$ cat config.mk
export PLATFORM = sky130hd
export DESIGN_NAME = round_robin_tick_scheduler_top_flat
export DESIGN_NICKNAME = d
export VERILOG_FILES = /design/src/rtl/core/rrts_pkg.sv /design/src/rtl/core/rrts_req_if.sv /design/src/rtl/core/rrts_rsp_if.sv /design/src/rtl/core/rrts_cfg_if.sv /design/src/rtl/core/rrts_entry.sv /design/src/rtl/core/rrts_queue.sv /design/src/rtl/core/round_robin_tick_scheduler_top.sv /design/src/flat_wrapper.sv
export SDC_FILE = /design/constraint.sdc
export NUM_CORES = 1
export LEC_CHECK = 0
export ABC_AREA = 1
export BUFFER_PORTS_ARGS = -buffer_cell sky130_fd_sc_hd__buf_2
export CORE_MARGIN = 5
export CORE_UTILIZATION = 68
export CTS_BUF_LIST = sky130_fd_sc_hd__clkbuf_4
export DETAILED_ROUTE_END_ITERATION = 16
export GPL_ROUTABILITY_DRIVEN = 0
export PLACE_DENSITY = 0.88
export SYNTH_ARGS = -nofsm -noshare
export SYNTH_HDL_FRONTEND = slang
export SYNTH_SLANG_ARGS = --single-unit
$ cat constraint.sdc
create_clock -name clk -period 10.2 [get_ports clk]
set_input_delay 2.04 -clock clk [delete_from_list [all_inputs] [get_ports clk]]
set_output_delay 2.04 -clock clk [all_outputs]
set_load 0.03 [all_outputs]
$ cat src/rtl/core/rrts_pkg.sv
// ----------------------------------------------------------------------------
// rrts_pkg
// Shared constants, codes and types of the round-robin tick scheduler.
// ----------------------------------------------------------------------------
package rrts_pkg;

	localparam int NUM_JOBS   = 16;
	localparam int RING_DEPTH = 16;
	localparam int JOB_AW     = (NUM_JOBS > 1) ? $clog2(NUM_JOBS) : 1;

	localparam int ID_W     = 4;
	localparam int BURST_W  = 8;
	localparam int STATUS_W = 3;
	localparam int TICK_W   = 16;
	localparam int QUANT_W  = 8;
	localparam int CFG_IW   = 1;
	localparam int CFG_DW   = 16;

	localparam logic [QUANT_W-1:0] QUANTUM_RST    = QUANT_W'(3);
	localparam logic [TICK_W-1:0]  TICK_LIMIT_RST = TICK_W'(49);

	typedef enum logic [STATUS_W-1:0] {
		ST_RAN      = 3'd0,
		ST_IDLE     = 3'd1,
		ST_STOPPED  = 3'd2,
		ST_ADMITTED = 3'd3,
		ST_REJECTED = 3'd4
	} status_t;

	typedef enum logic {
		REQ_ADMIT = 1'b0,
		REQ_TICK  = 1'b1
	} req_type_t;

	typedef enum logic [CFG_IW-1:0] {
		CFG_QUANTUM    = 1'b0,
		CFG_TICK_LIMIT = 1'b1
	} cfg_index_t;

	// Control broadcast to every entry of the run queue.
	typedef struct packed {
		logic            pop;
		logic            push;
		logic [ID_W-1:0] push_id;
	} q_ctrl_t;

	// Queue status seen by the control logic.
	typedef struct packed {
		logic            head_valid;
		logic [ID_W-1:0] head_id;
		logic            full;
	} q_stat_t;

	// Job id to burst table slot: id modulo NUM_JOBS by repeated subtraction.
	function automatic logic [JOB_AW-1:0] burst_slot(input logic [ID_W-1:0] id);
		logic [ID_W:0] v;
		v = {1'b0, id};
		for (int i = 0; i < 8; i++) begin
			if (int'(v) >= NUM_JOBS) begin
				v = v - (ID_W+1)'(NUM_JOBS);
			end
		end
		return JOB_AW'(v);
	endfunction

endpackage

$ cat src/rtl/core/rrts_req_if.sv
// ----------------------------------------------------------------------------
// rrts_req_if
// Request channel: admit and tick words.
// ----------------------------------------------------------------------------
interface rrts_req_if;
	import rrts_pkg::*;

	logic               valid;
	logic               ready;
	logic               req_type;
	logic [ID_W-1:0]    job_id;
	logic [BURST_W-1:0] burst;

	modport source (output valid, output req_type, output job_id, output burst, input ready);
	modport sink (input valid, input req_type, input job_id, input burst, output ready);
endinterface

$ cat src/rtl/core/rrts_rsp_if.sv
// ----------------------------------------------------------------------------
// rrts_rsp_if
// Result channel: one word per request.
// ----------------------------------------------------------------------------
interface rrts_rsp_if;
	import rrts_pkg::*;

	logic                valid;
	logic                ready;
	logic [STATUS_W-1:0] status;
	logic [ID_W-1:0]     run_id;
	logic [BURST_W-1:0]  remaining;
	logic                finished;
	logic                rotated;
	logic [TICK_W-1:0]   tick_number;

	modport source (output valid, output status, output run_id, output remaining,
		output finished, output rotated, output tick_number, input ready);
	modport sink (input valid, input status, input run_id, input remaining,
		input finished, input rotated, input tick_number, output ready);
endinterface

$ cat src/rtl/core/rrts_cfg_if.sv
// ----------------------------------------------------------------------------
// rrts_cfg_if
// Configuration write channel.
// ----------------------------------------------------------------------------
interface rrts_cfg_if;
	import rrts_pkg::*;

	logic              valid;
	logic              ready;
	logic [CFG_IW-1:0] index;
	logic [CFG_DW-1:0] data;

	modport source (output valid, output index, output data, input ready);
	modport sink (input valid, input index, input data, output ready);
endinterface

$ cat src/rtl/core/rrts_entry.sv
// ----------------------------------------------------------------------------
// rrts_entry
// One run queue entry: shifts toward the head on pop, takes a pushed id
// when it becomes the first free entry.
// ----------------------------------------------------------------------------
module rrts_entry (
	input  logic                      clk,
	input  logic                      arst_n,
	input  rrts_pkg::q_ctrl_t         ctrl,
	input  logic                      left_valid,
	input  logic                      right_valid,
	input  logic [rrts_pkg::ID_W-1:0] right_id,
	output logic                      valid,
	output logic [rrts_pkg::ID_W-1:0] id
);
	import rrts_pkg::*;

	logic            valid_q;
	logic [ID_W-1:0] id_q;
	logic            shift_valid;
	logic [ID_W-1:0] shift_id;
	logic            land;

	always_comb begin
		shift_valid = ctrl.pop ? right_valid : valid_q;
		shift_id    = ctrl.pop ? right_id : id_q;
		// take the push where the tail lands after the optional shift
		land = ctrl.push && (ctrl.pop ? (valid_q && !right_valid) : (!valid_q && left_valid));
	end

	always_ff @(posedge clk or negedge arst_n) begin
		if (!arst_n) begin
			valid_q <= 1'b0;
		end else begin
			valid_q <= shift_valid || land;
		end
	end

	always_ff @(posedge clk) begin
		id_q <= land ? ctrl.push_id : shift_id;
	end

	assign valid = valid_q;
	assign id    = id_q;
endmodule

$ cat src/rtl/core/rrts_queue.sv
// ----------------------------------------------------------------------------
// rrts_queue
// Run queue as a row of entries, head at entry 0.
// ----------------------------------------------------------------------------
module rrts_queue (
	input  logic              clk,
	input  logic              arst_n,
	input  rrts_pkg::q_ctrl_t ctrl,
	output rrts_pkg::q_stat_t stat
);
	import rrts_pkg::*;

	logic [RING_DEPTH-1:0] ent_valid;
	logic [ID_W-1:0]       ent_id [RING_DEPTH];

	for (genvar k = 0; k < RING_DEPTH; k++) begin : g_ent
		logic            lv;
		logic            rv;
		logic [ID_W-1:0] rid;

		if (k == 0) begin : g_first
			assign lv = 1'b1;
		end else begin : g_mid
			assign lv = ent_valid[k-1];
		end

		if (k == RING_DEPTH-1) begin : g_last
			assign rv  = 1'b0;
			assign rid = '0;
		end else begin : g_inner
			assign rv  = ent_valid[k+1];
			assign rid = ent_id[k+1];
		end

		rrts_entry u_entry (
			.clk         (clk),
			.arst_n      (arst_n),
			.ctrl        (ctrl),
			.left_valid  (lv),
			.right_valid (rv),
			.right_id    (rid),
			.valid       (ent_valid[k]),
			.id          (ent_id[k])
		);
	end

	always_comb begin
		stat.head_valid = ent_valid[0];
		stat.head_id    = ent_id[0];
		stat.full       = ent_valid[RING_DEPTH-1];
	end

	a_pop_nonempty: assert property (@(posedge clk) disable iff (!arst_n)
		ctrl.pop |-> ent_valid[0])
		else $error("pop on empty run queue");

	a_push_room: assert property (@(posedge clk) disable iff (!arst_n)
		(ctrl.push && !ctrl.pop) |-> !ent_valid[RING_DEPTH-1])
		else $error("push on full run queue");

	a_packed: assert property (@(posedge clk) disable iff (!arst_n)
		((ent_valid >> 1) & ~ent_valid) == '0)
		else $error("run queue entries not packed toward head");
endmodule

$ cat src/rtl/core/round_robin_tick_scheduler_top.sv
// ----------------------------------------------------------------------------
// round_robin_tick_scheduler_top
// Round-robin time-slice scheduler with tick count and tick limit.
// ----------------------------------------------------------------------------
// A result word is registered by the execute step that follows the take of its
//   request word, later while the previous result word still waits to be taken.
// A new request word is taken only after the current one executes: a take step,
//   then an execute step on the registered burst read of the current head.
// Reset (arst_n low): run queue empty, slice and tick counts zero,
//   quantum 3, tick limit 49; the burst table is not cleared.
// ----------------------------------------------------------------------------
module round_robin_tick_scheduler_top (
	input logic         clk,
	input logic         arst_n,
	rrts_req_if.sink    req_ch,
	rrts_rsp_if.source  rsp_ch,
	rrts_cfg_if.sink    cfg_ch
);
	import rrts_pkg::*;

	typedef enum logic [1:0] {
		S_IDLE = 2'b01,
		S_EXEC = 2'b10
	} state_t;

	state_t state_q;

	// captured request word
	logic               req_type_q;
	logic [ID_W-1:0]    job_id_q;
	logic [BURST_W-1:0] burst_q;

	// configuration
	logic [QUANT_W-1:0] quantum_q;
	logic [TICK_W-1:0]  tick_limit_q;

	// scheduler counters
	logic [QUANT_W-1:0] slice_q;
	logic [TICK_W-1:0]  ticks_q;

	// burst table: one write and one registered read per cycle
	logic [BURST_W-1:0] burst_mem_q [NUM_JOBS];
	logic [BURST_W-1:0] burst_rd_q;
	logic               mem_we;
	logic [JOB_AW-1:0]  mem_waddr;
	logic [BURST_W-1:0] mem_wdata;

	// result register
	logic                rsp_valid_q;
	logic [STATUS_W-1:0] status_q;
	logic [ID_W-1:0]     run_id_q;
	logic [BURST_W-1:0]  remaining_q;
	logic                finished_q;
	logic                rotated_q;

	q_ctrl_t q_ctrl;
	q_stat_t q_stat;

	logic               req_take;
	logic               do_exec;
	logic [TICK_W-1:0]  ticks_n;
	logic [QUANT_W-1:0] slice_n;
	logic [QUANT_W-1:0] slice_next;
	logic [BURST_W-1:0] rem_n;
	logic               fin_n;
	logic               leave;
	status_t            status_n;
	logic [ID_W-1:0]    run_id_n;
	logic [BURST_W-1:0] remaining_n;
	logic               rotated_n;

	// Accept a request only when no item is in flight; the result register
	// keeps the output side decoupled.
	assign req_ch.ready = (state_q == S_IDLE);
	assign req_take     = req_ch.valid && req_ch.ready;
	// Execute once the result register is free or being drained.
	assign do_exec      = (state_q == S_EXEC) && (!rsp_valid_q || rsp_ch.ready);

	// Configuration always taken; the user must write only while idle, not enforced here.
	assign cfg_ch.ready = 1'b1;

	always_ff @(posedge clk or negedge arst_n) begin
		if (!arst_n) begin
			quantum_q    <= QUANTUM_RST;
			tick_limit_q <= TICK_LIMIT_RST;
		end else if (cfg_ch.valid) begin
			case (cfg_index_t'(cfg_ch.index))
				CFG_QUANTUM:    quantum_q <= cfg_ch.data[QUANT_W-1:0];
				CFG_TICK_LIMIT: tick_limit_q <= cfg_ch.data[TICK_W-1:0];
				default: begin
				end
			endcase
		end
	end

	// Execute step: decide the result and the state update.
	always_comb begin
		ticks_n     = (ticks_q == '1) ? ticks_q : ticks_q + TICK_W'(1);
		slice_n     = (slice_q == '1) ? slice_q : slice_q + QUANT_W'(1);
		// a head already at zero burst does no work but still leaves
		rem_n       = (burst_rd_q != '0) ? burst_rd_q - BURST_W'(1) : '0;
		fin_n       = (rem_n == '0);
		leave       = fin_n || (slice_n >= quantum_q);

		status_n    = ST_IDLE;
		run_id_n    = '0;
		remaining_n = '0;
		rotated_n   = 1'b0;
		slice_next  = slice_q;
		mem_we      = 1'b0;
		mem_waddr   = burst_slot(job_id_q);
		mem_wdata   = burst_q;
		q_ctrl      = '0;

		if (req_type_q == REQ_ADMIT) begin
			run_id_n = job_id_q;
			if ((burst_q == '0) || q_stat.full) begin
				status_n = ST_REJECTED;
			end else begin
				status_n       = ST_ADMITTED;
				remaining_n    = burst_q;
				mem_we         = do_exec;
				q_ctrl.push    = do_exec;
				q_ctrl.push_id = job_id_q;
			end
		end else if ((tick_limit_q != '0) && (ticks_n >= tick_limit_q)) begin
			status_n = ST_STOPPED;
		end else if (!q_stat.head_valid) begin
			status_n = ST_IDLE;
		end else begin
			status_n       = ST_RAN;
			run_id_n       = q_stat.head_id;
			remaining_n    = rem_n;
			rotated_n      = leave && !fin_n;
			slice_next     = leave ? '0 : slice_n;
			mem_we         = do_exec;
			mem_waddr      = burst_slot(q_stat.head_id);
			mem_wdata      = rem_n;
			// leave the head; re-queue at the tail if burst is left
			q_ctrl.pop     = do_exec && leave;
			q_ctrl.push    = do_exec && leave && !fin_n;
			q_ctrl.push_id = q_stat.head_id;
		end
	end

	rrts_queue u_queue (
		.clk    (clk),
		.arst_n (arst_n),
		.ctrl   (q_ctrl),
		.stat   (q_stat)
	);

	// Burst table: read follows the head every cycle, so the value is ready
	// in the execute state that follows the take of the request word.
	always_ff @(posedge clk) begin
		if (mem_we) begin
			burst_mem_q[mem_waddr] <= mem_wdata;
		end
		burst_rd_q <= burst_mem_q[burst_slot(q_stat.head_id)];
	end

	always_ff @(posedge clk) begin
		if (req_take) begin
			req_type_q <= req_ch.req_type;
			job_id_q   <= req_ch.job_id;
			burst_q    <= req_ch.burst;
		end
	end

	always_ff @(posedge clk or negedge arst_n) begin
		if (!arst_n) begin
			state_q     <= S_IDLE;
			rsp_valid_q <= 1'b0;
			slice_q     <= '0;
			ticks_q     <= '0;
		end else begin
			case (state_q)
				S_IDLE: begin
					if (req_take) begin
						state_q <= S_EXEC;
					end
				end
				S_EXEC: begin
					if (do_exec) begin
						state_q <= S_IDLE;
					end
				end
				default: state_q <= S_IDLE;
			endcase

			if (do_exec) begin
				rsp_valid_q <= 1'b1;
				slice_q     <= slice_next;
				if (req_type_q == REQ_TICK) begin
					ticks_q <= ticks_n;
				end
			end else if (rsp_ch.ready) begin
				rsp_valid_q <= 1'b0;
			end
		end
	end

	// Hold the result word until taken.
	always_ff @(posedge clk) begin
		if (do_exec) begin
			status_q    <= status_n;
			run_id_q    <= run_id_n;
			remaining_q <= remaining_n;
			finished_q  <= (status_n == ST_RAN) && fin_n;
			rotated_q   <= rotated_n;
		end
	end

	assign rsp_ch.valid       = rsp_valid_q;
	assign rsp_ch.status      = status_q;
	assign rsp_ch.run_id      = run_id_q;
	assign rsp_ch.remaining   = remaining_q;
	assign rsp_ch.finished    = finished_q;
	assign rsp_ch.rotated     = rotated_q;
	assign rsp_ch.tick_number = ticks_q;

	a_slice_has_head: assert property (@(posedge clk) disable iff (!arst_n)
		(slice_q != '0) |-> q_stat.head_valid)
		else $error("slice count running with empty queue");

	a_exec_follows_take: assert property (@(posedge clk) disable iff (!arst_n)
		req_take |=> (state_q == S_EXEC))
		else $error("taken request word not executed");

	a_status_range: assert property (@(posedge clk) disable iff (!arst_n)
		rsp_valid_q |-> (status_q == ST_RAN || status_q == ST_IDLE ||
			status_q == ST_STOPPED || status_q == ST_ADMITTED ||
			status_q == ST_REJECTED))
		else $error("result status out of range");

	a_flags_only_on_run: assert property (@(posedge clk) disable iff (!arst_n)
		(rsp_valid_q && status_q != ST_RAN) |-> (!finished_q && !rotated_q))
		else $error("finished or rotated set on a non-run result");
endmodule
$ cat src/flat_wrapper.sv
// flat-port wrapper written by rule: the top's interface ports become plain ports
module round_robin_tick_scheduler_top_flat import rrts_pkg::*;
  (clk, arst_n, req_ch_valid, req_ch_req_type, req_ch_job_id, req_ch_burst, req_ch_ready, rsp_ch_valid, rsp_ch_status, rsp_ch_run_id, rsp_ch_remaining, rsp_ch_finished, rsp_ch_rotated, rsp_ch_tick_number, rsp_ch_ready, cfg_ch_valid, cfg_ch_index, cfg_ch_data, cfg_ch_ready);
  rrts_req_if req_ch_i ();
  rrts_rsp_if rsp_ch_i ();
  rrts_cfg_if cfg_ch_i ();
  input logic clk;
  input logic arst_n;
  input wire logic [$bits(req_ch_i.valid)-1:0] req_ch_valid;
  input wire logic [$bits(req_ch_i.req_type)-1:0] req_ch_req_type;
  input wire logic [$bits(req_ch_i.job_id)-1:0] req_ch_job_id;
  input wire logic [$bits(req_ch_i.burst)-1:0] req_ch_burst;
  output wire logic [$bits(req_ch_i.ready)-1:0] req_ch_ready;
  output wire logic [$bits(rsp_ch_i.valid)-1:0] rsp_ch_valid;
  output wire logic [$bits(rsp_ch_i.status)-1:0] rsp_ch_status;
  output wire logic [$bits(rsp_ch_i.run_id)-1:0] rsp_ch_run_id;
  output wire logic [$bits(rsp_ch_i.remaining)-1:0] rsp_ch_remaining;
  output wire logic [$bits(rsp_ch_i.finished)-1:0] rsp_ch_finished;
  output wire logic [$bits(rsp_ch_i.rotated)-1:0] rsp_ch_rotated;
  output wire logic [$bits(rsp_ch_i.tick_number)-1:0] rsp_ch_tick_number;
  input wire logic [$bits(rsp_ch_i.ready)-1:0] rsp_ch_ready;
  input wire logic [$bits(cfg_ch_i.valid)-1:0] cfg_ch_valid;
  input wire logic [$bits(cfg_ch_i.index)-1:0] cfg_ch_index;
  input wire logic [$bits(cfg_ch_i.data)-1:0] cfg_ch_data;
  output wire logic [$bits(cfg_ch_i.ready)-1:0] cfg_ch_ready;
  assign req_ch_i.valid = req_ch_valid;
  assign req_ch_i.req_type = req_ch_req_type;
  assign req_ch_i.job_id = req_ch_job_id;
  assign req_ch_i.burst = req_ch_burst;
  assign req_ch_ready = req_ch_i.ready;
  assign rsp_ch_valid = rsp_ch_i.valid;
  assign rsp_ch_status = rsp_ch_i.status;
  assign rsp_ch_run_id = rsp_ch_i.run_id;
  assign rsp_ch_remaining = rsp_ch_i.remaining;
  assign rsp_ch_finished = rsp_ch_i.finished;
  assign rsp_ch_rotated = rsp_ch_i.rotated;
  assign rsp_ch_tick_number = rsp_ch_i.tick_number;
  assign rsp_ch_i.ready = rsp_ch_ready;
  assign cfg_ch_i.valid = cfg_ch_valid;
  assign cfg_ch_i.index = cfg_ch_index;
  assign cfg_ch_i.data = cfg_ch_data;
  assign cfg_ch_ready = cfg_ch_i.ready;
  round_robin_tick_scheduler_top u_core (.clk(clk), .arst_n(arst_n), .req_ch(req_ch_i), .rsp_ch(rsp_ch_i), .cfg_ch(cfg_ch_i));
endmodule
==> impl_metrics.tcl, run 1 <==
set metrics [dict create \
    global_route.usage.total_pct 26.9 \
    worst_hold_startpoint "u_core.quantum_q[6]" \
    timing.max_cap.violations 0 \
    worstPathMaxFanout 8 \
    final_layout_size_suffix_gt1_share_pct 17.9 \
    finish.net_count 1499 \
    synth_ff_type "sky130_fd_sc_hd__edfxtp_1" \
    max_clock_freq_mhz 197 \
    power.density_cell_area_mw_per_mm2 178 \
    post_cts.resized_instances 0 \
    worstSetupStartpoint "u_core.rsp_ch.tick_number[0]" \
    critPathSlowestCell "sky130_fd_sc_hd__nor2_1" \
    max_stage_delay_ns 0.70 \
    routed_wirelength_mm 31.5 \
    r2r-start "u_core.rsp_ch.tick_number[0]" \
    synthesis.nets 1390 \
    p_leak_nw 6.40 \
    post-route-drc-count 0 \
    crit_path_cell_count 23 \
    cts_setup_buffers 0 \
    port-buffer-count 69 \
    worst_clock_skew_ns 0.0787 \
    max-slew-margin-rel_pct 27.5 \
    power.ir.vdd_worst_uv 226 \
    cts.htree.levels 3 \
    final_hold_viol_count 0 \
    drt_pre_antenna_iters 6 \
    seq_area_frac_synth_pct 61.2 \
    cts_buffers 74 \
    placementRows 52 \
    wl_per_cell_um 17.9 \
    cts.sinks 297 \
    min_delay_worst_endpoint "u_core.quantum_q[6]" \
    yosys_warnings 0 \
    drt_first_iter_violations 1108 \
    report.final.setup_viol 0 \
    dp.final_hpwl_mm 20.0 \
    gr-total-overflow 0 \
    top_delay_family_on_crit_path "simple AND/OR/NAND/NOR gates" \
    holdCritPathClass "flop to flop" \
    floorplan.core_area_mm2 0.0202 \
    synth_cell_types 45 \
    viasPerCell 5.96 \
    rsz0062_at_grt "false" \
    startpoint_type "flop" \
    layout-area-overhead-vs-synth_pct 10.6 \
    route.antenna.remaining_nets 0 \
    synth.avg_cell_area_um2 10.5 \
    antenna_found_initial 1 \
    start_util_pct 69.0 \
    num_vias 10527 \
    r2r_cells 23 \
    cts-root-buf "sky130_fd_sc_hd__clkbuf_4" \
    number_of_flops_mapped_to_enable_cells_by_yosys 222 \
    grt_pass1_vias 10352 \
    setup_crit_path_kind "flop to flop" \
    worstPathArrival_ns 5.40 \
    clk-insertion-delay-late_ns 0.73 \
    tightest_slew_ns 1.09 \
    fin_total_pwr_mw 2.73 \
    cts_hold_repair.buffers 0 \
    yosys_register_bits 297 \
    die_height_um 153 \
    period_share_pct 49.8 \
    timing.setup.tns_ns 0 \
    tritoncts "built" \
    post_synth_inst_count 1328 \
    maximum_clock_insertion_buffer_count 3 \
    holdPathStages 2 \
    clk_pin_slew_ns 0.06 \
    die_x_um 153 \
    grt_pass1_wl_mm 50.9 \
    design.portCount 71 \
    maxSlewViolCount 0 \
    grt_max_degree 77 \
    run_status "complete, no violations" \
    worstSetupEndpointType "flop" \
    cp_cell_sequence "ha_1 -> nand2_1 -> nor2_2 -> nand3_1 -> nor2_1 -> nand4_1 -> inv_1 -> nor3_1 -> nand2_1 -> xor2_1 -> ha_1 -> a21oi_1 -> o21a_1 -> nand2_1 -> nand2_1 -> nand2_1 -> nand2_2 -> nand2_1 -> nand2_1 -> nand2_1 -> a21oi_1 -> nand2_1 -> nor2_1" \
    path_common_cell "sky130_fd_sc_hd__nand2_1" \
    worstPathRequired_ns 10.52 \
    worst_r2r_endpoint "u_core.burst_mem_q[12][7]" \
    async_reset_ff_share_pct 22.6 \
    min_period_ns 5.08 \
    crit_buf_inv 1 \
    post_synth_instance_area_mm2 0.0139 \
    reg2reg_setup_slack_ns 5.12 \
    die_area_mm2 0.0234 \
]
-- power by group --
| part | internal [mW] | switching, mW |
|---|---|---|
| Clock | 0.508 | 0.491 |
| Combinational | 0.109 | 0.236 |
| Sequential | 1.35 | 0.0405 |
| Total | 1.97 | 0.768 |
-- layout by cell type, fill, tap and decap left out, drive strengths merged, types with 2 or more instances in the layout --
master	instances
clkinvlp	2
or2	7
o32ai	8
clkbuf	112
mux2i	22
xor2	13
o22ai	3
nor3	11
inv	111
dfstp	6
nor4	7
dfxtp	8
ha	27
nand2	330
nand3	82
o21a	3
nor2	117
o221ai	22
o211ai	8
dfrtp	61
o21ai	102
edfxtp	222
clkinv	21
a21oi	28
buf	85
nand4	71
-- layout make-up --
cell class	count	area [um2]
timing repair buffer	85	465
tap	270	338
clock buffer	112	841
antenna	1	2.50
inverter	111	417
fill	1260	4780
multi-input combinational	868	4700
sequential	297	8510
clock inverter	23	116
-- registers in the layout, indices dropped and copies added (netlist names), 4 cells and up --
signal / cells
u_core.u_queue.g_ent.u_entry.valid: 16
u_core.slice_q: 8
u_core.rsp_ch.run_id: 4
u_core.rsp_ch.remaining: 8
u_core.burst_q: 8
u_core.u_queue.g_ent.u_entry.id: 64
u_core.quantum_q: 8
u_core.burst_rd_q: 8
u_core.tick_limit_q: 16
u_core.rsp_ch.tick_number: 16
u_core.job_id_q: 4
u_core.burst_mem_q: 128
-- metrics by stage --
step           utilization [%]  setup slack [ns]  hold WS [ns]  cell area, um2  cells
2_1_floorplan                -              6.02         0.452           13900   1328
3_3_place_gp              71.5              5.33         0.469           14400   1631
3_5_place_dp              71.5              5.13         0.474           14400   1631
4_1_cts                   76.3              5.20         0.489           15400   1766
5_1_grt                   76.3              4.81         0.513           15400   1767
6_report                  76.3              5.12         0.481           15400   1767
-- per-layer routing --
layer  routed length [um]  track usage [%]  part of all wire (%)  vias up
li1                     -                -                     -     4931
met1                12000             33.6                    38     4965
met2                15900             45.4                    50      535
met3                 2590             5.34                   8.2       96
met4                 1140             12.8                   3.6        0
met5                    0                0                     0        -
-- how the worst max path moves through the flow --
stage / end / slack, ns
final: u_core.burst_mem_q[12][7] / 5.12
after global routing: u_core.u_queue.g_ent[2].u_entry.id[2] / 4.81
after CTS: u_core.burst_mem_q[12][7] / 5.20
after detailed placement: u_core.u_queue.g_ent[0].u_entry.id[2] / 5.13
after global placement: u_core.u_queue.g_ent[0].u_entry.id[0] / 5.33
after floorplan: u_core.burst_mem_q[0][0] / 6.02
-- cells by family after synthesis --
kind of cell | count (synthesis) | share of synthesized area, %
AND/OR/NAND/NOR | 626 | 21.2
flip-flops | 297 | 61.2
AO/OA/AOI/OAI | 178 | 7.57
buffers and inverters | 163 | 5.09
adder cells (fa/ha/maj) | 27 | 2.43
multiplexers | 23 | 1.66
XOR/XNOR | 13 | 0.819
other | 1 | 0.0270
-- worst min-delay path, delay by kind of cell, from the launching register on --
family             cells  cell delay [ns]
AOI/OAI and AO/OA      1             0.06
DFF                    1             0.34
and+or+nand+nor        1             0.05
-- cell usage after synthesis (6+ instances only) --
library cell	instances	area share [%]
sky130_fd_sc_hd__nor3_1	11	0.40
sky130_fd_sc_hd__nand2_4	9	0.73
sky130_fd_sc_hd__edfxtp_1	222	48
sky130_fd_sc_hd__o32ai_1	8	0.50
sky130_fd_sc_hd__buf_6	11	0.89
sky130_fd_sc_hd__or2_2	7	0.31
sky130_fd_sc_hd__xor2_1	13	0.82
sky130_fd_sc_hd__o21ai_1	6	0.22
sky130_fd_sc_hd__a21oi_1	27	0.97
sky130_fd_sc_hd__o211ai_1	8	0.43
sky130_fd_sc_hd__nor2_1	110	3.0
sky130_fd_sc_hd__dfstp_2	6	1.1
sky130_fd_sc_hd__dfxtp_1	8	1.2
sky130_fd_sc_hd__o221ai_1	22	1.4
sky130_fd_sc_hd__inv_1	108	2.9
sky130_fd_sc_hd__ha_1	27	2.4
sky130_fd_sc_hd__dfrtp_1	61	11
sky130_fd_sc_hd__clkbuf_1	31	0.84
sky130_fd_sc_hd__nand2_1	317	8.6
sky130_fd_sc_hd__nand3_2	20	1.4
sky130_fd_sc_hd__nand4_1	71	3.2
sky130_fd_sc_hd__nand3_1	57	2.1
sky130_fd_sc_hd__mux2i_1	22	1.6
sky130_fd_sc_hd__o21ai_0	95	3.4
sky130_fd_sc_hd__nor4_1	7	0.31
No activity file was read; power rests on OpenSTA's default activity.
==> run 2: changes to the inputs <==
--- a/config.mk
+++ b/config.mk
@@ -8,11 +8,11 @@
 export ABC_AREA = 1
 export BUFFER_PORTS_ARGS = -buffer_cell sky130_fd_sc_hd__buf_2
 export CORE_MARGIN = 5
-export CORE_UTILIZATION = 68
+export CORE_UTILIZATION = 57
 export CTS_BUF_LIST = sky130_fd_sc_hd__clkbuf_4
 export DETAILED_ROUTE_END_ITERATION = 16
 export GPL_ROUTABILITY_DRIVEN = 0
-export PLACE_DENSITY = 0.88
+export PLACE_DENSITY = 0.79
 export SYNTH_ARGS = -nofsm -noshare
 export SYNTH_HDL_FRONTEND = slang
 export SYNTH_SLANG_ARGS = --single-unit
==> constraint.sdc (replaced) <==
create_clock -name clk -period 4.6 [get_ports clk]
set_input_delay 0.92 -clock clk [delete_from_list [all_inputs] [get_ports clk]]
set_output_delay 0.92 -clock clk [all_outputs]
set_load 0.03 [all_outputs]
==> impl_metrics.tcl, run 2 (synthesized netlist as in run 1, its figures left out) <==
set metrics [dict create \
    setup_crit_path_kind "flop to flop" \
    final_design_area_no_fill_mm2 0.0158 \
    route.antenna.remaining_nets 0 \
    p_leak_nw 6.59 \
    design.portCount 71 \
    drt_first_iter_violations 1000 \
    startpoint_type "flop" \
    fin_total_pwr_mw 6.21 \
    min_period_ns 4.28 \
    r2r_cells 24 \
    worstPathArrival_ns 4.66 \
    largest-register "u_core.burst_mem_q" \
    clk_pin_slew_ns 0.06 \
    power.ir.vdd_worst_uv 446 \
    final-instance-count-excl-fill 1846 \
    finish.net_count 1525 \
    viasPerCell 5.56 \
    power.density_cell_area_mw_per_mm2 393 \
    layout-area-overhead-vs-synth_pct 13.5 \
    global_route.usage.total_pct 21.0 \
    antenna_found_initial 1 \
    final_cell_mix "316 x sky130_fd_sc_hd__nand2_1, 222 x sky130_fd_sc_hd__edfxtp_1, 113 x sky130_fd_sc_hd__clkbuf_4, 110 x sky130_fd_sc_hd__nor2_1, 108 x sky130_fd_sc_hd__inv_1" \
    report.final.setup_viol 0 \
    timing.max_cap.violations 0 \
    worstPathRequired_ns 4.98 \
    max-slew-margin-rel_pct 19.0 \
    dp_slack_ns 0.256 \
    routed_wirelength_mm 29.8 \
    worst_clock_skew_ns 0.0542 \
    maximum_clock_insertion_buffer_count 3 \
    gr-total-overflow 0 \
    cts.htree.levels 3 \
    maxSlewViolCount 0 \
    die_x_um 166 \
    largest_register_ffs 128 \
    cts.sinks 297 \
    cts-root-buf "sky130_fd_sc_hd__clkbuf_4" \
    cts_buffers 75 \
    floorplan.core_area_mm2 0.0242 \
    run_status "complete, no violations" \
    multi_input_comb_area_mm2 0.00470 \
    placementRows 57 \
    layout.area.seq_mm2 0.00851 \
    dp.final_hpwl_mm 19.6 \
    cts_hold_repair.buffers 0 \
    grt_pass1_vias 9729 \
    r2r-start "u_core.rsp_ch.tick_number[0]" \
    die_area_mm2 0.0276 \
    final_layout_size_suffix_gt1_share_pct 19.3 \
    clk-insertion-delay-late_ns 0.70 \
    drt_pre_antenna_iters 5 \
    port-buffer-count 69 \
    die_height_um 166 \
    layout_commonest_cell "sky130_fd_sc_hd__nand2_1" \
    wl_per_cell_um 16.2 \
    start_util_pct 57.5 \
    tritoncts "built" \
    post-route-drc-count 0 \
    worst_slack_ns 0.323 \
    holdCritPathClass "input pin to asynchronous set/reset pin" \
    worst_r2r_endpoint "u_core.burst_mem_q[10][5]" \
    grt_pass1_wl_mm 47.4 \
    placed_area_mm2 0.0147 \
    reg2reg_setup_slack_ns 0.32 \
    worstPathMaxFanout 8 \
    worstSetupEndpointType "flop" \
    placedCellCount 1706 \
    timing.setup.tns_ns 0 \
    tightest_slew_ns 1.22 \
    num_vias 10255 \
    grt_max_degree 77 \
    num-fill-cells 1808 \
    period_share_pct 93.0 \
    max_clock_freq_mhz 234 \
    final_hold_viol_count 0 \
]
run 2: cell types whose count changed in the layout (fill, tap and decap cells not counted), sizes merged:
cell      previous run  this run
clkbuf             112       115
clkinvlp             2         1
clkinv              21        19
bufinv               0         4
buf                 85       108
inv                111       109
run 2: repair_timing:
item	4_1_cts	5_1_grt
buffers inserted	0	2
resized for setup	0	1
endpoints found under the setup margin	0	341
run 2: final cells by class:
class	count	area share, %
Sequential cell	297	53.9
Multi-Input combinational cell	868	29.8
Clock buffer	113	5.38
Inverter	111	2.64
Tap cell	324	2.57
Antenna cell	1	0.0159
Timing Repair Buffer	110	4.44
Clock inverter	22	1.25
run 2: worst max path at each step:
| stage | from | to | slack (ns) | depth (start not counted) |
|---|---|---|---|---|
| floorplan | u_core.rsp_ch.tick_number[0] | u_core.burst_mem_q[0][1] | 0.42 | 21 |
| global placement | u_core.rsp_ch.tick_number[0] | u_core.burst_mem_q[12][2] | 0.44 | 24 |
| detailed placement | u_core.rsp_ch.tick_number[0] | u_core.u_queue.g_ent[6].u_entry.id[3] | 0.26 | 22 |
| CTS | u_core.rsp_ch.tick_number[0] | u_core.burst_mem_q[2][5] | 0.23 | 24 |
| global route | u_core.rsp_ch.tick_number[0] | u_core.burst_mem_q[2][5] | -0.04 | 24 |
| finish | u_core.rsp_ch.tick_number[0] | u_core.burst_mem_q[10][5] | 0.32 | 24 |
run 2: critical path: stages, from the launching register on:
cell and delay (ns):
sky130_fd_sc_hd__dfrtp_1 0.42, sky130_fd_sc_hd__ha_1 0.20, sky130_fd_sc_hd__nand2_1 0.09, sky130_fd_sc_hd__nor2_2 0.16
sky130_fd_sc_hd__nand3_1 0.14, sky130_fd_sc_hd__nor2_1 0.23, sky130_fd_sc_hd__nand4_1 0.21, sky130_fd_sc_hd__inv_1 0.19
sky130_fd_sc_hd__nor3_1 0.08, sky130_fd_sc_hd__nand2_1 0.08, sky130_fd_sc_hd__xor2_1 0.19, sky130_fd_sc_hd__ha_1 0.27
sky130_fd_sc_hd__a21oi_1 0.16, sky130_fd_sc_hd__o21a_1 0.14, sky130_fd_sc_hd__nand2_1 0.05, sky130_fd_sc_hd__nand2_1 0.06
sky130_fd_sc_hd__nand2_1 0.09, sky130_fd_sc_hd__nand2_2 0.17, sky130_fd_sc_hd__nand2_2 0.15, sky130_fd_sc_hd__nand2_1 0.09
sky130_fd_sc_hd__nand2_1 0.09, sky130_fd_sc_hd__a21oi_1 0.19, sky130_fd_sc_hd__nand2_1 0.20, sky130_fd_sc_hd__nor2_1 0.16
sky130_fd_sc_hd__buf_4 0.20
run 2: metal layers:
| layer | GRT usage, % | up-vias | share of wire (%) |
|---|---|---|---|
| li1 | - | 4992 | - |
| met3 | 3.69 | 68 | 6.6 |
| met2 | 35.0 | 369 | 49 |
| met4 | 8.79 | 0 | 2.7 |
| met1 | 27.5 | 4826 | 41 |
| met5 | 0 | - | 0 |
run 2: per-stage QoR:
step | hold slack [ns] | util, %
finish | 0.345 | 65.3
global route | 0.363 | 65.3
CTS | 0.308 | 65.0
detailed placement | 0.475 | 60.7
global placement | 0.470 | 60.7
floorplan | 0.452 | -
run 2: where the power goes:
group          switching [mW]  leakage (nW)  internal (mW)  total, mW
logic                   0.522          3.29          0.240      0.762
clock network            1.02         0.608           1.35       2.37
registers              0.0848          2.69           2.99       3.08
==> run 3: changes to the inputs <==
--- a/config.mk
+++ b/config.mk
@@ -10,9 +10,12 @@
 export CORE_MARGIN = 5
 export CORE_UTILIZATION = 57
 export CTS_BUF_LIST = sky130_fd_sc_hd__clkbuf_4
+export CTS_CLUSTER_SIZE = 16
 export DETAILED_ROUTE_END_ITERATION = 16
 export GPL_ROUTABILITY_DRIVEN = 0
 export PLACE_DENSITY = 0.79
+export REMOVE_ABC_BUFFERS = 1
+export SETUP_SLACK_MARGIN = 0.15
 export SYNTH_ARGS = -nofsm -noshare
 export SYNTH_HDL_FRONTEND = slang
 export SYNTH_SLANG_ARGS = --single-unit
==> impl_metrics.tcl, run 3 (synthesized netlist as in run 1, its figures left out) <==
set metrics [dict create \
    run_status "complete, no violations" \
    die_height_um 166 \
    maxSlewViolCount 0 \
    placementRows 57 \
    critPathSlowestCell "sky130_fd_sc_hd__dfrtp_2" \
    cp_cell_sequence "ha_1 -> nand2_1 -> nor2_2 -> nand3_1 -> nor2_2 -> nand4_1 -> inv_2 -> nor3_1 -> nand2_1 -> xor2_1 -> ha_1 -> a21oi_1 -> o21a_1 -> nand2_1 -> nand2_1 -> nand2_1 -> nand2_2 -> nand2_2 -> nand2_1 -> nand2_1 -> a21oi_1 -> nand2_2 -> nor2_1 -> buf_4" \
    final_layout_size_suffix_gt1_share_pct 19.7 \
    largest_register_ffs 128 \
    startpoint_type "flop" \
    gr-total-overflow 0 \
    power.density_cell_area_mw_per_mm2 389 \
    design.portCount 71 \
    clk-insertion-delay-late_ns 0.70 \
    antenna_found_initial 1 \
    layout.core_utilization_pct 65.1 \
    grt_max_degree 55 \
    largest-register "u_core.burst_mem_q" \
    dp.final_hpwl_mm 20.4 \
    holdCritPathClass "input pin to asynchronous set/reset pin" \
    dp_slack_ns 0.178 \
    maximum_clock_insertion_buffer_count 3 \
    grt_pass1_vias 10217 \
    worst_clock_skew_ns 0.0807 \
    global_route.usage.total_pct 21.7 \
    drt_first_iter_violations 895 \
    top_delay_family_on_crit_path "simple AND/OR/NAND/NOR gates" \
    report.final.setup_viol 0 \
    path_common_cell "sky130_fd_sc_hd__nand2_1" \
    cts_buffers 75 \
    tightest_slew_ns 1.02 \
    worstPathRequired_ns 4.93 \
    tritoncts "built" \
    cts.htree.levels 3 \
    setup_crit_path_kind "flop to flop" \
    rsz0062_at_grt "true" \
    cts.sinks 297 \
    max-slew-margin-rel_pct 31.9 \
    max_clock_freq_mhz 238 \
    layout-area-overhead-vs-synth_pct 13.2 \
    power.ir.vdd_worst_uv 385 \
    cts_hold_repair.buffers 0 \
    num_vias 10426 \
    p_leak_nw 6.57 \
    worstPathMaxFanout 8 \
    final_cell_mix "314 x sky130_fd_sc_hd__nand2_1, 222 x sky130_fd_sc_hd__edfxtp_1, 114 x sky130_fd_sc_hd__clkbuf_4, 109 x sky130_fd_sc_hd__nor2_1, 107 x sky130_fd_sc_hd__inv_1" \
    routed_wirelength_mm 30.7 \
    floorplan.core_area_mm2 0.0242 \
    viasPerCell 5.64 \
    wl_per_cell_um 16.6 \
    port-buffer-count 69 \
    start_util_pct 57.5 \
    final_hold_viol_count 0 \
    timing.max_cap.violations 0 \
    crit_buf_inv 2 \
    drt_pre_antenna_iters 6 \
    cts-root-buf "sky130_fd_sc_hd__clkbuf_4" \
    grt_pass1_wl_mm 49.1 \
    period_share_pct 91.2 \
    finish.net_count 1524 \
    worstPathArrival_ns 4.53 \
    post-route-drc-count 0 \
    worstSetupEndpointType "flop" \
    min_period_ns 4.20 \
    layout_commonest_cell "sky130_fd_sc_hd__nand2_1" \
    die_area_mm2 0.0276 \
    hold_ws_ns 0.365 \
    worst_slack_ns 0.404 \
    max_stage_delay_ns 0.40 \
    clk_pin_slew_ns 0.06 \
    timing.setup.tns_ns 0 \
    die_x_um 166 \
    route.antenna.remaining_nets 0 \
]
## run 3: changes by cell type in the layout (fill, tap and decap cells not counted), sizes merged
cell / previous run / this run
bufinv: 4 / 1
clkinv: 19 / 20
bufbuf: 0 / 1
inv: 109 / 113
buf: 108 / 107
## run 3: cell type report
cell class                      count  area [um2]
Sequential cell                   297        8510
Fill cell                        1816        8430
Multi-Input combinational cell    868        4710
Clock buffer                      114         856
Timing Repair Buffer              109         701
Inverter                          111         417
Tap cell                          324         405
Clock inverter                     24         150
Antenna cell                        1        2.50
## run 3: what timing repair did
action                                  4_1_cts  5_1_grt
setup buffers                                 0        2
pin swaps                                     0        2
endpoints found under the setup margin       11      403
resized for setup                             0        7
cloned                                        1        1
## run 3: routing by layer
layer | global-route usage (%) | up-vias | wire [um]
met4 | 9.22 | 0 | 720
met1 | 26.8 | 4965 | 12200
met5 | 0 | - | 0
li1 | - | 4978 | -
met3 | 4.24 | 61 | 2280
met2 | 37.4 | 422 | 15600
## run 3: path summary, 6_finish.rpt
check | start | to | slack (ns) | depth (start not counted)
min in group clk | req_ch_burst[7] | u_core.burst_q[7] | 0.40 | 1
min | arst_n | u_core.rsp_ch.tick_number[3] | 0.37 | 1
min reg2reg | u_core.quantum_q[4] | u_core.quantum_q[4] | 0.48 | 2
max | u_core.rsp_ch.tick_number[0] | u_core.burst_mem_q[8][2] | 0.40 | 24
max in group asynchronous | arst_n | u_core.u_queue.g_ent[2].u_entry.valid | 3.28 | 2
max reg2reg | u_core.rsp_ch.tick_number[0] | u_core.burst_mem_q[8][2] | 0.40 | 24
## run 3: power by group
| part | internal, mW | switching, mW | leakage, nW |
|---|---|---|---|
| clock network | 1.21 | 1.07 | 0.594 |
| registers | 2.99 | 0.0879 | 2.69 |
| logic | 0.244 | 0.521 | 3.29 |
| total | 4.44 | 1.68 | 6.57 |
## run 3: stage by stage
| step | power, mW | cells | instance area (um2) |
|---|---|---|---|
| global route | 6.45 | 1848 | 15700 |
| global placement | 3.87 | 1705 | 14700 |
| finish | 6.13 | 1848 | 15700 |
| CTS | 6.18 | 1844 | 15700 |
| floorplan | 3.65 | 1276 | 13600 |
| detailed placement | 3.90 | 1705 | 14700 |
